<file path="src/rtl/shc_pkg.sv">
// Shared types, constants and round functions of the SHA-256 single-block hash core.
package shc_pkg;

   localparam int unsigned SHC_WORD_W       = 32;
   localparam int unsigned SHC_WINDOW_DEPTH = 16;
   localparam int unsigned SHC_ROUNDS       = 64;
   localparam int unsigned SHC_DIGEST_WORDS = 8;
   localparam int unsigned SHC_QUEUE_DEPTH  = 4;

   typedef logic [SHC_WORD_W-1:0] word_type;
   typedef logic [5:0]            round_type;
   typedef logic [2:0]            digest_idx_type;
   typedef logic [3:0]            word_idx_type;

   // One message word on its way from the front to the back, tagged with the end of its block.
   typedef struct packed {
      word_type word;
      logic     last;
   } queue_entry_type;

   function automatic word_type rotr(input word_type x, input int unsigned n);
      return (x >> n) | (x << (SHC_WORD_W - n));
   endfunction

   function automatic word_type big_sigma0(input word_type x);
      return rotr(x, 2) ^ rotr(x, 13) ^ rotr(x, 22);
   endfunction

   function automatic word_type big_sigma1(input word_type x);
      return rotr(x, 6) ^ rotr(x, 11) ^ rotr(x, 25);
   endfunction

   function automatic word_type small_sigma0(input word_type x);
      return rotr(x, 7) ^ rotr(x, 18) ^ (x >> 3);
   endfunction

   function automatic word_type small_sigma1(input word_type x);
      return rotr(x, 17) ^ rotr(x, 19) ^ (x >> 10);
   endfunction

   function automatic word_type init_hash(input digest_idx_type k);
      word_type h;
      case (k)
         3'd0:    h = 32'h6a09e667;
         3'd1:    h = 32'hbb67ae85;
         3'd2:    h = 32'h3c6ef372;
         3'd3:    h = 32'ha54ff53a;
         3'd4:    h = 32'h510e527f;
         3'd5:    h = 32'h9b05688c;
         3'd6:    h = 32'h1f83d9ab;
         default: h = 32'h5be0cd19;
      endcase
      return h;
   endfunction

   function automatic word_type round_const(input round_type r);
      word_type c;
      case (r)
         6'd0:  c = 32'h428a2f98;  6'd1:  c = 32'h71374491;
         6'd2:  c = 32'hb5c0fbcf;  6'd3:  c = 32'he9b5dba5;
         6'd4:  c = 32'h3956c25b;  6'd5:  c = 32'h59f111f1;
         6'd6:  c = 32'h923f82a4;  6'd7:  c = 32'hab1c5ed5;
         6'd8:  c = 32'hd807aa98;  6'd9:  c = 32'h12835b01;
         6'd10: c = 32'h243185be;  6'd11: c = 32'h550c7dc3;
         6'd12: c = 32'h72be5d74;  6'd13: c = 32'h80deb1fe;
         6'd14: c = 32'h9bdc06a7;  6'd15: c = 32'hc19bf174;
         6'd16: c = 32'he49b69c1;  6'd17: c = 32'hefbe4786;
         6'd18: c = 32'h0fc19dc6;  6'd19: c = 32'h240ca1cc;
         6'd20: c = 32'h2de92c6f;  6'd21: c = 32'h4a7484aa;
         6'd22: c = 32'h5cb0a9dc;  6'd23: c = 32'h76f988da;
         6'd24: c = 32'h983e5152;  6'd25: c = 32'ha831c66d;
         6'd26: c = 32'hb00327c8;  6'd27: c = 32'hbf597fc7;
         6'd28: c = 32'hc6e00bf3;  6'd29: c = 32'hd5a79147;
         6'd30: c = 32'h06ca6351;  6'd31: c = 32'h14292967;
         6'd32: c = 32'h27b70a85;  6'd33: c = 32'h2e1b2138;
         6'd34: c = 32'h4d2c6dfc;  6'd35: c = 32'h53380d13;
         6'd36: c = 32'h650a7354;  6'd37: c = 32'h766a0abb;
         6'd38: c = 32'h81c2c92e;  6'd39: c = 32'h92722c85;
         6'd40: c = 32'ha2bfe8a1;  6'd41: c = 32'ha81a664b;
         6'd42: c = 32'hc24b8b70;  6'd43: c = 32'hc76c51a3;
         6'd44: c = 32'hd192e819;  6'd45: c = 32'hd6990624;
         6'd46: c = 32'hf40e3585;  6'd47: c = 32'h106aa070;
         6'd48: c = 32'h19a4c116;  6'd49: c = 32'h1e376c08;
         6'd50: c = 32'h2748774c;  6'd51: c = 32'h34b0bcb5;
         6'd52: c = 32'h391c0cb3;  6'd53: c = 32'h4ed8aa4a;
         6'd54: c = 32'h5b9cca4f;  6'd55: c = 32'h682e6ff3;
         6'd56: c = 32'h748f82ee;  6'd57: c = 32'h78a5636f;
         6'd58: c = 32'h84c87814;  6'd59: c = 32'h8cc70208;
         6'd60: c = 32'h90befffa;  6'd61: c = 32'ha4506ceb;
         6'd62: c = 32'hbef9a3f7;
         default: c = 32'hc67178f2;
      endcase
      return c;
   endfunction

endpackage

</file>
<file path="src/rtl/shc_front.sv">
// Front end: accepts message words and tags the sixteenth word of each block.
module shc_front
   import shc_pkg::*;
(
   input  logic            clock,
   input  logic            reset,
   input  logic            req_valid,
   output logic            req_ready,
   input  word_type        req_message_word,
   output logic            q_valid,
   input  logic            q_ready,
   output queue_entry_type q_entry
);

   word_idx_type word_idx_ff;
   word_idx_type word_idx_in;

   assign req_ready     = q_ready;
   assign q_valid       = req_valid;
   assign q_entry.word  = req_message_word;
   assign q_entry.last  = (word_idx_ff == word_idx_type'(SHC_WINDOW_DEPTH - 1));

   // The index wraps from fifteen to zero on its own, so each block starts afresh.
   always_comb begin
      word_idx_in = word_idx_ff;
      if (req_valid && q_ready) begin
         word_idx_in = word_idx_ff + word_idx_type'(1);
      end
   end

   always_ff @(posedge clock) begin
      if (reset) begin
         word_idx_ff <= '0;
      end else begin
         word_idx_ff <= word_idx_in;
      end
   end

endmodule

</file>
<file path="src/rtl/shc_queue.sv">
// Short FIFO of tagged message words between the front end and the round engine.
module shc_queue
   import shc_pkg::*;
#(
   parameter int unsigned DEPTH = SHC_QUEUE_DEPTH
) (
   input  logic            clock,
   input  logic            reset,
   input  logic            in_valid,
   output logic            in_ready,
   input  queue_entry_type in_entry,
   output logic            out_valid,
   input  logic            out_ready,
   output queue_entry_type out_entry
);

   localparam int unsigned PTR_W = (DEPTH > 1) ? $clog2(DEPTH) : 1;
   localparam int unsigned CNT_W = $clog2(DEPTH + 1);

   queue_entry_type  mem_ff [DEPTH];
   logic [PTR_W-1:0] wr_ptr_ff, wr_ptr_in;
   logic [PTR_W-1:0] rd_ptr_ff, rd_ptr_in;
   logic [CNT_W-1:0] count_ff, count_in;
   logic             push;
   logic             pop;

   assign in_ready  = (count_ff < CNT_W'(DEPTH));
   assign out_valid = (count_ff != '0);
   assign out_entry = mem_ff[rd_ptr_ff];
   assign push      = in_valid && in_ready;
   assign pop       = out_valid && out_ready;

   always_comb begin
      wr_ptr_in = wr_ptr_ff;
      rd_ptr_in = rd_ptr_ff;
      count_in  = count_ff;
      if (push) begin
         wr_ptr_in = (wr_ptr_ff == PTR_W'(DEPTH - 1)) ? '0 : wr_ptr_ff + PTR_W'(1);
      end
      if (pop) begin
         rd_ptr_in = (rd_ptr_ff == PTR_W'(DEPTH - 1)) ? '0 : rd_ptr_ff + PTR_W'(1);
      end
      if (push && !pop) begin
         count_in = count_ff + CNT_W'(1);
      end else if (pop && !push) begin
         count_in = count_ff - CNT_W'(1);
      end
   end

   always_ff @(posedge clock) begin
      if (push) begin
         mem_ff[wr_ptr_ff] <= in_entry;
      end
   end

   always_ff @(posedge clock) begin
      if (reset) begin
         wr_ptr_ff <= '0;
         rd_ptr_ff <= '0;
         count_ff  <= '0;
      end else begin
         wr_ptr_ff <= wr_ptr_in;
         rd_ptr_ff <= rd_ptr_in;
         count_ff  <= count_in;
      end
   end

endmodule

</file>
<file path="src/rtl/shc_back.sv">
// Round engine: schedule window, 64 compression rounds and the digest output register.
module shc_back
   import shc_pkg::*;
(
   input  logic            clock,
   input  logic            reset,
   input  logic            q_valid,
   output logic            q_ready,
   input  queue_entry_type q_entry,
   output logic            rsp_valid,
   input  logic            rsp_ready,
   output word_type        rsp_digest_word,
   output digest_idx_type  rsp_digest_index,
   output logic            rsp_digest_last
);

   typedef enum logic [2:0] {
      ST_LOAD  = 3'b001,
      ST_ROUND = 3'b010,
      ST_DONE  = 3'b100
   } back_state_type;

   back_state_type state_ff, state_in;
   round_type      round_ff, round_in;
   word_type       window_ff [SHC_WINDOW_DEPTH];
   word_type       window_in [SHC_WINDOW_DEPTH];
   word_type       vars_ff   [SHC_DIGEST_WORDS];
   word_type       vars_in   [SHC_DIGEST_WORDS];
   word_type       digest_ff [SHC_DIGEST_WORDS];
   word_type       digest_in [SHC_DIGEST_WORDS];
   logic [3:0]     emit_count_ff, emit_count_in;
   digest_idx_type emit_idx_ff, emit_idx_in;

   word_type new_w;
   word_type ch;
   word_type maj;
   word_type t1;
   word_type t2;

   assign q_ready          = (state_ff == ST_LOAD);
   assign rsp_valid        = (emit_count_ff != '0);
   assign rsp_digest_word  = digest_ff[0];
   assign rsp_digest_index = emit_idx_ff;
   assign rsp_digest_last  = (emit_idx_ff == digest_idx_type'(SHC_DIGEST_WORDS - 1));

   // The window holds W[t] at the bottom; the word shifted in at the top is W[t+16].
   assign new_w = small_sigma1(window_ff[14]) + window_ff[9]
                + small_sigma0(window_ff[1]) + window_ff[0];
   assign ch    = (vars_ff[4] & vars_ff[5]) ^ (~vars_ff[4] & vars_ff[6]);
   assign maj   = (vars_ff[0] & vars_ff[1]) ^ (vars_ff[0] & vars_ff[2])
                ^ (vars_ff[1] & vars_ff[2]);
   assign t1    = vars_ff[7] + big_sigma1(vars_ff[4]) + ch + round_const(round_ff)
                + window_ff[0];
   assign t2    = big_sigma0(vars_ff[0]) + maj;

   always_comb begin
      state_in      = state_ff;
      round_in      = round_ff;
      window_in     = window_ff;
      vars_in       = vars_ff;
      digest_in     = digest_ff;
      emit_count_in = emit_count_ff;
      emit_idx_in   = emit_idx_ff;

      // The digest drains word by word while the next block is being loaded.
      if (rsp_valid && rsp_ready) begin
         for (int k = 0; k < SHC_DIGEST_WORDS - 1; k++) begin
            digest_in[k] = digest_ff[k+1];
         end
         emit_count_in = emit_count_ff - 4'd1;
         emit_idx_in   = emit_idx_ff + digest_idx_type'(1);
      end

      unique case (state_ff)
         ST_LOAD: begin
            if (q_valid) begin
               for (int k = 0; k < SHC_WINDOW_DEPTH - 1; k++) begin
                  window_in[k] = window_ff[k+1];
               end
               window_in[SHC_WINDOW_DEPTH-1] = q_entry.word;
               if (q_entry.last) begin
                  state_in = ST_ROUND;
                  round_in = '0;
               end
            end
         end
         ST_ROUND: begin
            for (int k = 0; k < SHC_WINDOW_DEPTH - 1; k++) begin
               window_in[k] = window_ff[k+1];
            end
            window_in[SHC_WINDOW_DEPTH-1] = new_w;
            vars_in[7] = vars_ff[6];
            vars_in[6] = vars_ff[5];
            vars_in[5] = vars_ff[4];
            vars_in[4] = vars_ff[3] + t1;
            vars_in[3] = vars_ff[2];
            vars_in[2] = vars_ff[1];
            vars_in[1] = vars_ff[0];
            vars_in[0] = t1 + t2;
            round_in   = round_ff + round_type'(1);
            if (round_ff == round_type'(SHC_ROUNDS - 1)) begin
               state_in = ST_DONE;
            end
         end
         ST_DONE: begin
            // Waits until the previous digest has left the output register.
            if (emit_count_ff == '0) begin
               for (int k = 0; k < SHC_DIGEST_WORDS; k++) begin
                  digest_in[k] = vars_ff[k] + init_hash(digest_idx_type'(k));
                  vars_in[k]   = init_hash(digest_idx_type'(k));
               end
               emit_count_in = 4'(SHC_DIGEST_WORDS);
               emit_idx_in   = '0;
               state_in      = ST_LOAD;
            end
         end
         default: begin
            state_in = ST_LOAD;
         end
      endcase
   end

   always_ff @(posedge clock) begin
      window_ff <= window_in;
      digest_ff <= digest_in;
   end

   always_ff @(posedge clock) begin
      if (reset) begin
         state_ff      <= ST_LOAD;
         round_ff      <= '0;
         emit_count_ff <= '0;
         emit_idx_ff   <= '0;
         for (int k = 0; k < SHC_DIGEST_WORDS; k++) begin
            vars_ff[k] <= init_hash(digest_idx_type'(k));
         end
      end else begin
         state_ff      <= state_in;
         round_ff      <= round_in;
         emit_count_ff <= emit_count_in;
         emit_idx_ff   <= emit_idx_in;
         vars_ff       <= vars_in;
      end
   end

   a_last_round_to_done: assert property (@(posedge clock) disable iff (reset)
      (state_ff == ST_ROUND && round_ff == round_type'(SHC_ROUNDS - 1)) |=> state_ff == ST_DONE)
      else $error("round engine did not finish after the last round");

   a_round_entry: assert property (@(posedge clock) disable iff (reset)
      (state_ff == ST_ROUND && round_ff != '0) |-> $past(state_ff) == ST_ROUND)
      else $error("round counter not at zero on entry to the rounds");

   a_digest_load: assert property (@(posedge clock) disable iff (reset)
      (state_ff == ST_DONE && emit_count_ff == '0)
      |=> rsp_valid && rsp_digest_index == '0 && state_ff == ST_LOAD)
      else $error("digest not presented from word zero after a block");

   a_drain_gap: assert property (@(posedge clock) disable iff (reset)
      (rsp_valid && rsp_ready && rsp_digest_last) |=> !rsp_valid)
      else $error("a new digest overwrote one still draining");

endmodule

</file>
<file path="src/rtl/sha256_single_block_hash_core.sv">
// Top level of the SHA-256 single-block hash core: front end, word queue and round engine.
//
//   channel  direction  handshake              payload
//   req      in         req_valid / req_ready  req_message_word[31:0]
//   rsp      out        rsp_valid / rsp_ready  rsp_digest_word[31:0], rsp_digest_index[2:0],
//                                              rsp_digest_last
//
// In the round engine a block loads its sixteen words from the queue, runs the 64 rounds
// at one round per cycle, and then adds the initial value into the digest.
// Words fill the queue while the engine runs its rounds; the sixteen words of the next block
// load while the eight digest words are still draining.
// Reset is synchronous and drops any partly received block.
// A stalled result side holds the finished digest; the next digest waits for it to drain.
module sha256_single_block_hash_core
   import shc_pkg::*;
#(
   parameter int unsigned QUEUE_DEPTH = SHC_QUEUE_DEPTH
) (
   input  logic           clock,
   input  logic           reset,
   input  logic           req_valid,
   output logic           req_ready,
   input  word_type       req_message_word,
   output logic           rsp_valid,
   input  logic           rsp_ready,
   output word_type       rsp_digest_word,
   output digest_idx_type rsp_digest_index,
   output logic           rsp_digest_last
);

   logic            front_valid;
   logic            front_ready;
   queue_entry_type front_entry;
   logic            back_valid;
   logic            back_ready;
   queue_entry_type back_entry;

   shc_front u_front (
      .clock            (clock),
      .reset            (reset),
      .req_valid        (req_valid),
      .req_ready        (req_ready),
      .req_message_word (req_message_word),
      .q_valid          (front_valid),
      .q_ready          (front_ready),
      .q_entry          (front_entry)
   );

   shc_queue #(
      .DEPTH (QUEUE_DEPTH)
   ) u_queue (
      .clock     (clock),
      .reset     (reset),
      .in_valid  (front_valid),
      .in_ready  (front_ready),
      .in_entry  (front_entry),
      .out_valid (back_valid),
      .out_ready (back_ready),
      .out_entry (back_entry)
   );

   shc_back u_back (
      .clock            (clock),
      .reset            (reset),
      .q_valid          (back_valid),
      .q_ready          (back_ready),
      .q_entry          (back_entry),
      .rsp_valid        (rsp_valid),
      .rsp_ready        (rsp_ready),
      .rsp_digest_word  (rsp_digest_word),
      .rsp_digest_index (rsp_digest_index),
      .rsp_digest_last  (rsp_digest_last)
   );

endmodule

</file>
<file path="config.mk">
export PLATFORM = sky130hd
export DESIGN_NAME = sha256_single_block_hash_core
export DESIGN_NICKNAME = d
export VERILOG_FILES = /design/src/rtl/shc_pkg.sv /design/src/rtl/shc_front.sv /design/src/rtl/shc_queue.sv /design/src/rtl/shc_back.sv /design/src/rtl/sha256_single_block_hash_core.sv
export SDC_FILE = /design/constraint.sdc
export NUM_CORES = 2
export LEC_CHECK = 0
export BUFFER_PORTS_ARGS = -buffer_cell sky130_fd_sc_hd__buf_2
export CAP_MARGIN = 10
export CORE_MARGIN = 1
export CORE_UTILIZATION = 58
export CTS_CLUSTER_DIAMETER = 100
export CTS_CLUSTER_SIZE = 28
export DETAILED_ROUTE_END_ITERATION = 8
export PLACE_DENSITY = 0.85
export SLEW_MARGIN = 25
export SYNTH_ARGS = -nofsm -noshare
export SYNTH_HDL_FRONTEND = slang
export SYNTH_SLANG_ARGS = --single-unit
</file>
<file path="constraint.sdc">
create_clock -name clock -period 12.4 [get_ports clock]
set_clock_uncertainty 0.15 [all_clocks]
set_input_delay 3.72 -clock clock [delete_from_list [all_inputs] [get_ports clock]]
set_output_delay 3.72 -clock clock [all_outputs]
set_load 0.02 [all_outputs]
</file>
# Word-level counts from Yosys, hierarchy flattened
# Memory sizes are Yosys's and may differ from the RTL's. A register that Yosys moved wholly into a read port is not among the register bits.
# Cells that the tools add are included.
# W data, S select, Z words.
dict set report op_classes {
  addsub 26
  n_lt_le_gt_ge 1
  n_eq_ne 12
  mux 47
  bitwise_logic 27
  n_reduce_logical 18
}
# op count
set op_table {}
lappend op_table {{$pmux W512 S2} 1}
lappend op_table {{$mux W256} 3}
lappend op_table {{$add A32 B32 Y32} 18}
lappend op_table {{$mux W32} 16}
lappend op_table {{$mux W512} 1}
lappend op_table {{$pmux W256 S2} 1}
lappend op_table {{$xor A32 B32 Y32} 9}
lappend op_table {{$mux W224} 1}
lappend op_table {{$and A32 B32 Y32} 5}
lappend op_table {{$not A32 Y32} 1}
lappend op_table {{$or A10 B32 Y32} 1}
lappend op_table {{$or A13 B32 Y32} 1}
lappend op_table {{$or A14 B32 Y32} 1}
lappend op_table {{$or A15 B32 Y32} 1}
lappend op_table {{$or A19 B32 Y32} 1}
lappend op_table {{$or A21 B32 Y32} 1}
lappend op_table {{$or A25 B32 Y32} 1}
lappend op_table {{$or A26 B32 Y32} 1}
lappend op_table {{$or A30 B32 Y32} 1}
lappend op_table {{$or A7 B32 Y32} 1}
lappend op_table {{$xor A32 B22 Y32} 1}
lappend op_table {{$xor A32 B29 Y32} 1}
lappend op_table {{$mux W3} 9}
lappend op_table {{$mux W6} 4}
lappend op_table {{other kinds (29)} 50}
dict set report totals {
  ff_bits 1051
  mem_bits_rw 132
  rom_bits 2048
  word_cells 173
  n_memories 2
}
# memory depth width rd rd_clocked_by_memory_dff wr line
set memory_table {}
lappend memory_table {{(no name shown)} 64 32 1 1 0 shc_pkg.sv:58} ;# case (r)
lappend memory_table {u_queue.mem_ff 4 33 1 1 1 shc_queue.sv:20} ;# queue_entry_type mem_ff [DEPTH];

# Logic depth before layout (Yosys ltp)
dict set report depth {
  ltp_word 9
  depth_mapped 35
}

# Modules after synthesis
# Synthesis repeated with hierarchy kept, for this count alone.
dict set report unflattened {
  cells_unflattened 5917
  area_unflattened_um2 62293.5
}
# mod instances cells_per_inst area_per_inst_um2 seq_area_each_um2
set modules_own_cells {}
lappend modules_own_cells {shc_back 1 5645 56594.3 26905.8}
lappend modules_own_cells {shc_queue 1 219 5273.8 4144.0}
lappend modules_own_cells {shc_front 1 53 425.4 80.1}

# Worst setup path before layout
# No wires, ideal clock.
dict set report synth_timing {
  path_kind {flip-flop to flip-flop}
  startpoint {register u_back.state_ff[1]}
  endpoint {register u_back.window_ff[0] in the netlist's numbering, enable pin}
  arrival_time_ns 9.837
  required_time_ns 8.557
  setup_slack_ns -1.279
  stages_incl_launch_ff 7
  n_path_buf 4
  period_less_slack_ns 13.679
  cell_sequence {dfxtp_1 -> or3b_2 -> clkbuf_1 -> clkbuf_1 -> clkbuf_1 -> clkbuf_1 -> nand2_1}
}
dict set report synth_via {
  elab_chain_len 3
}
# item line
set synth_rtl {}
lappend synth_rtl {{from (decl)} shc_back.sv:23} ;# back_state_type state_ff, state_in;
lappend synth_rtl {{from (signal assigned)} shc_back.sv:138} ;# state_ff <= state_in;
lappend synth_rtl {{$eq A3 B1 Y1 or $eq A3 B2 Y1 (tied branches)} shc_back.sv:74} ;# unique case (state_ff)
lappend synth_rtl {{$ne A2 B1 Y1 (no source line) or $reduce_bool A2 Y1 (tied branches)} --}
lappend synth_rtl {{$reduce_and A2 Y1 (no source line) *} --}
lappend synth_rtl {{to (signal assigned)} shc_back.sv:124} ;# window_ff <= window_in;
lappend synth_rtl {{to (decl)} shc_back.sv:25} ;# word_type window_ff [SHC_WINDOW_DEPTH];
# Mark *: on every way between the ends. The rest lies on a longest branch, timed or not.
# A chain may end at the register's enable or synchronous reset.

# Worst setup path after layout
dict set report layout_timing {
  startpoint {register u_back.vars_ff[108] in the netlist's numbering}
  endpoint {register u_back.vars_ff[255] in the netlist's numbering}
}
dict set report layout_via {
  elab_chain_len 9
}
# item line
set layout_rtl {}
lappend layout_rtl {{from (decl)} shc_back.sv:27} ;# word_type vars_ff [SHC_DIGEST_WORDS];
lappend layout_rtl {{from (signal, indexed assignment)} shc_back.sv:135} ;# vars_ff[k] <= init_hash(digest_idx_type'(k));
lappend layout_rtl {{from (signal assigned)} shc_back.sv:142} ;# vars_ff <= vars_in;
lappend layout_rtl {{$or A21 B32 Y32 or $or A26 B32 Y32 (tied branches)} shc_pkg.sv:22} ;# return (x >> n) | (x << (SHC_WORD_W - n));
lappend layout_rtl {{$xor A32 B32 Y32 (2 in series)} shc_pkg.sv:30} ;# return rotr(x, 6) ^ rotr(x, 11) ^ rotr(x, 25);
lappend layout_rtl {{$add A32 B32 Y32} shc_back.sv:52} ;# assign t1 = vars_ff[7] + big_sigma1(vars_ff[4]) + ch + round_const(round_ff)
lappend layout_rtl {{$add A32 B32 Y32 * (2 in series)} shc_back.sv:52}
lappend layout_rtl {{$add A32 B32 Y32 *} shc_back.sv:53} ;# + window_ff[0];
lappend layout_rtl {{$add A32 B32 Y32 *} shc_back.sv:99} ;# vars_in[0] = t1 + t2;
lappend layout_rtl {{$pmux W256 S2 *} shc_back.sv:74}
# Marks and branches as above.

==> impl_results.md <==
- Commonest non-fill, non-tap cells in the layout: 676 x edfxtp_1, 540 x dfxtp_1, 436 x nand2_1, 435 x o21ai_0, 418 x xnor2_1
- Clk Latency, worst-skew pair: 0.74 ns
- DP HPWL: 129100 um
- DR iter-0 viols: 6243
- H-tree depth: 2
- Critical Path AT: 8.84 ns
- Clock Root Buffer: clkbuf_16
- Final setup viols: 0
- Syn_nets: 6158
- Initial antenna violation count: 3
- Tcrit/Tclk final: 0.6748
- Fmax: 119.5 MHz
- Global-route wire length before repair: 270200 um
- Die Wd: 327.5 um
- Maximum clock path buffer count: 3
- Final Util: 0.6100
- CTS tree: built
- Die footprint: 107200 um^2
- Final WS setup: 4.032 ns
- Outcome: completed
- Synth Area per Inst: 10.64 um^2
- Final hold vios: 0
- CP Buf/Inv Count: 4
- Share of layout cells above drive strength 1: 0.05890
- Worst min path class: reg2reg
- Seq cells post-synth: 1217
- Fillcell total: 8411
- Place WS: 4.079 ns
- Largest net degree at the start of global routing: 209
- Synth area leader: edfxtp_1
- Finished layout cell area: 64120 um^2
- Cells after Synth: 5775
- Max-cap viol count: 0
- Critical path class: reg2reg
- GRT overflow: 0
- Postcts setup bufs: 0
- CTS Hold Bufs: 0
- CP startpoint kind: flop
- Critical path capture point type: flop
- Top post-synthesis cells by area: edfxtp_1 33%, dfxtp_1 18%, fa_1 6.1%
- Register area share after synthesis: 0.5066
- Yosys warns: 0
- Yosys top cell area share: 0.3304
- IO buf count: 73
- Distinct cell type count of the synthesized netlist: 102
- Fin. max-slew vios: 0
- CTS clk-pin slew, worst paths: 0.10 ns
- GRT Resource Usage Total: 0.3337
- Worst slew pin tran: 1.102 ns
- Layout net count: 5930
- Slew Limit Headroom: 0.2657
- Number of flops mapped to enable cells by yosys: 676
- Area of the core: 105100 um^2
- CP required: 12.87 ns
- Area grow syn2layout: 4.360%
- TritonCTS Buffers: 53
- Commonest non-fill, non-tap cell in the layout: edfxtp_1
- FFs w/ async S/R, synth: 0
- IO Count: 74
- DRC Markers: 0
- WL/cell: 25.99 um
- ANT nets after route: 0
- Fin Setup TNS: 0 ns
- Starting Density: 0.5845
- CP top delay family: adder cells
- Unrepaired setup endpoints after global routing: false
- Total Routed Length: 181400 um
- CP max stage cell: dfxtp_1
- Cell Area, Synth: 61440 um^2
- Critical path's largest stage delay: 0.72 ns
- Num rows: 119
- DR vias: 45060
- Routed vias/inst: 6.458
- Drt pass-1 iters: 6
- Max FO, Critical Path: 11
- Vias in the first global route: 42280
- Most used DFF post-synth: edfxtp_1
- Period minus WS final: 8.368 ns
- Die H: 327.5 um
- Post_cts resized: 0
- Placed cell area: 62400 um^2
- Routability Congestion: 1.019
- Clk sinks: 1217
-- synthesized netlist by cell type, types with 36 or more instances --
cell type  count
xor2_1       162
ha_1         159
nor2_1       382
clkbuf_1     326
nand3_1      181
edfxtp_1     676
a21oi_1      377
fa_1         188
nor3_1       203
buf_4         36
a22oi_1      105
o21ai_0      435
a31oi_1       57
nand2_1      440
o22ai_1       80
inv_1        266
xnor2_1      419
dfxtp_1      541
a21o_1        77
-- layout make-up --
class,instances,area [um^2],share of cell area
Antenna cell,1,2.502,0.00003903
Timing Repair Buffer,136,902.1,0.01407
Inverter,272,1031,0.01608
Sequential cell,1217,31130,0.4855
Multi-Input combinational cell,3867,27630,0.4309
Tap cell,1391,1740,0.02714
Clock buffer,81,1443,0.02250
Clock inverter,13,242.7,0.003785
-- metrics by stage --
stage,cells,hold WS [ns]
after detailed placement,6882,0.2545
after floorplan,5775,0.2503
after global routing,6977,0.2397
after global placement,6882,0.2500
final,6978,0.2411
after CTS,6976,0.2305
-- cell families (layout without fill, tap and decap cells) --
| kind of cell | after synthesis | after routing | synth area share |
|---|---|---|---|
| other cells | 0 | 1 | 0 |
| simple gates | 1396 | 1396 | 0.1024 |
| fa+ha+maj | 359 | 359 | 0.09559 |
| buf+inv | 691 | 502 | 0.04502 |
| mux | 78 | 78 | 0.01996 |
| compound gates | 1451 | 1451 | 0.1469 |
| flops | 1217 | 1217 | 0.5066 |
| xor+xnor | 583 | 583 | 0.08347 |
-- state kept, by name (all words and copies together) (netlist names), named ones only --
signal	count
u_back.emit_count_ff	4
u_back.rsp_digest_word	32
u_front.word_idx_ff	4
u_back.window_ff	512
u_back.digest_ff	224
u_queue.mem_ff	132
u_back.rsp_digest_index	3
u_back.round_ff	6
u_queue.rd_ptr_ff	2
u_back.state_ff	3
u_queue.wr_ptr_ff	2
u_queue.count_ff	3
u_back.vars_ff	256
-- layer usage --
layer / vias to the layer above / wire [um] / global-route usage / part of all wire
met2: 2550 / 81240 / 0.5130 / 0.45
met4: 6 / 8481 / 0.1347 / 0.047
met5: - / 39 / 0 / 0.00022
li1: 19990 / - / - / -
met1: 22140 / 73280 / 0.4702 / 0.40
met3: 380 / 18350 / 0.05819 / 0.10
-- worst register-to-register path: cells and delay by family, from the launching register on --
kind                     cells  cell delay, ns
AO/OA/AOI/OAI                7            1.80
AND/OR/NAND/NOR              7            1.83
flip-flops                   1            0.72
adder cells (fa/ha/maj)      6            2.49
XOR/XNOR                     5            1.03
buffers and inverters        4            0.23
-- path summary, 6_finish.rpt --
kind                                                  startpoint                               end  slack, ns  cells after the start
worst min-delay path             u_back.window_ff[346]$_DFFE_PP_   u_back.window_ff[378]$_DFFE_PP_       0.24                      0
worst max register to register  u_back.vars_ff[108]$_SDFFE_PP1P_  u_back.vars_ff[255]$_SDFFE_PP0P_       4.03                     29
worst max-delay path            u_back.vars_ff[108]$_SDFFE_PP1P_  u_back.vars_ff[255]$_SDFFE_PP0P_       4.03                     29
worst min register to register   u_back.window_ff[346]$_DFFE_PP_   u_back.window_ff[378]$_DFFE_PP_       0.24                      0
Power is not shown: default switching activity piles up to over one toggle a cycle in this logic, so the estimate is an artifact.
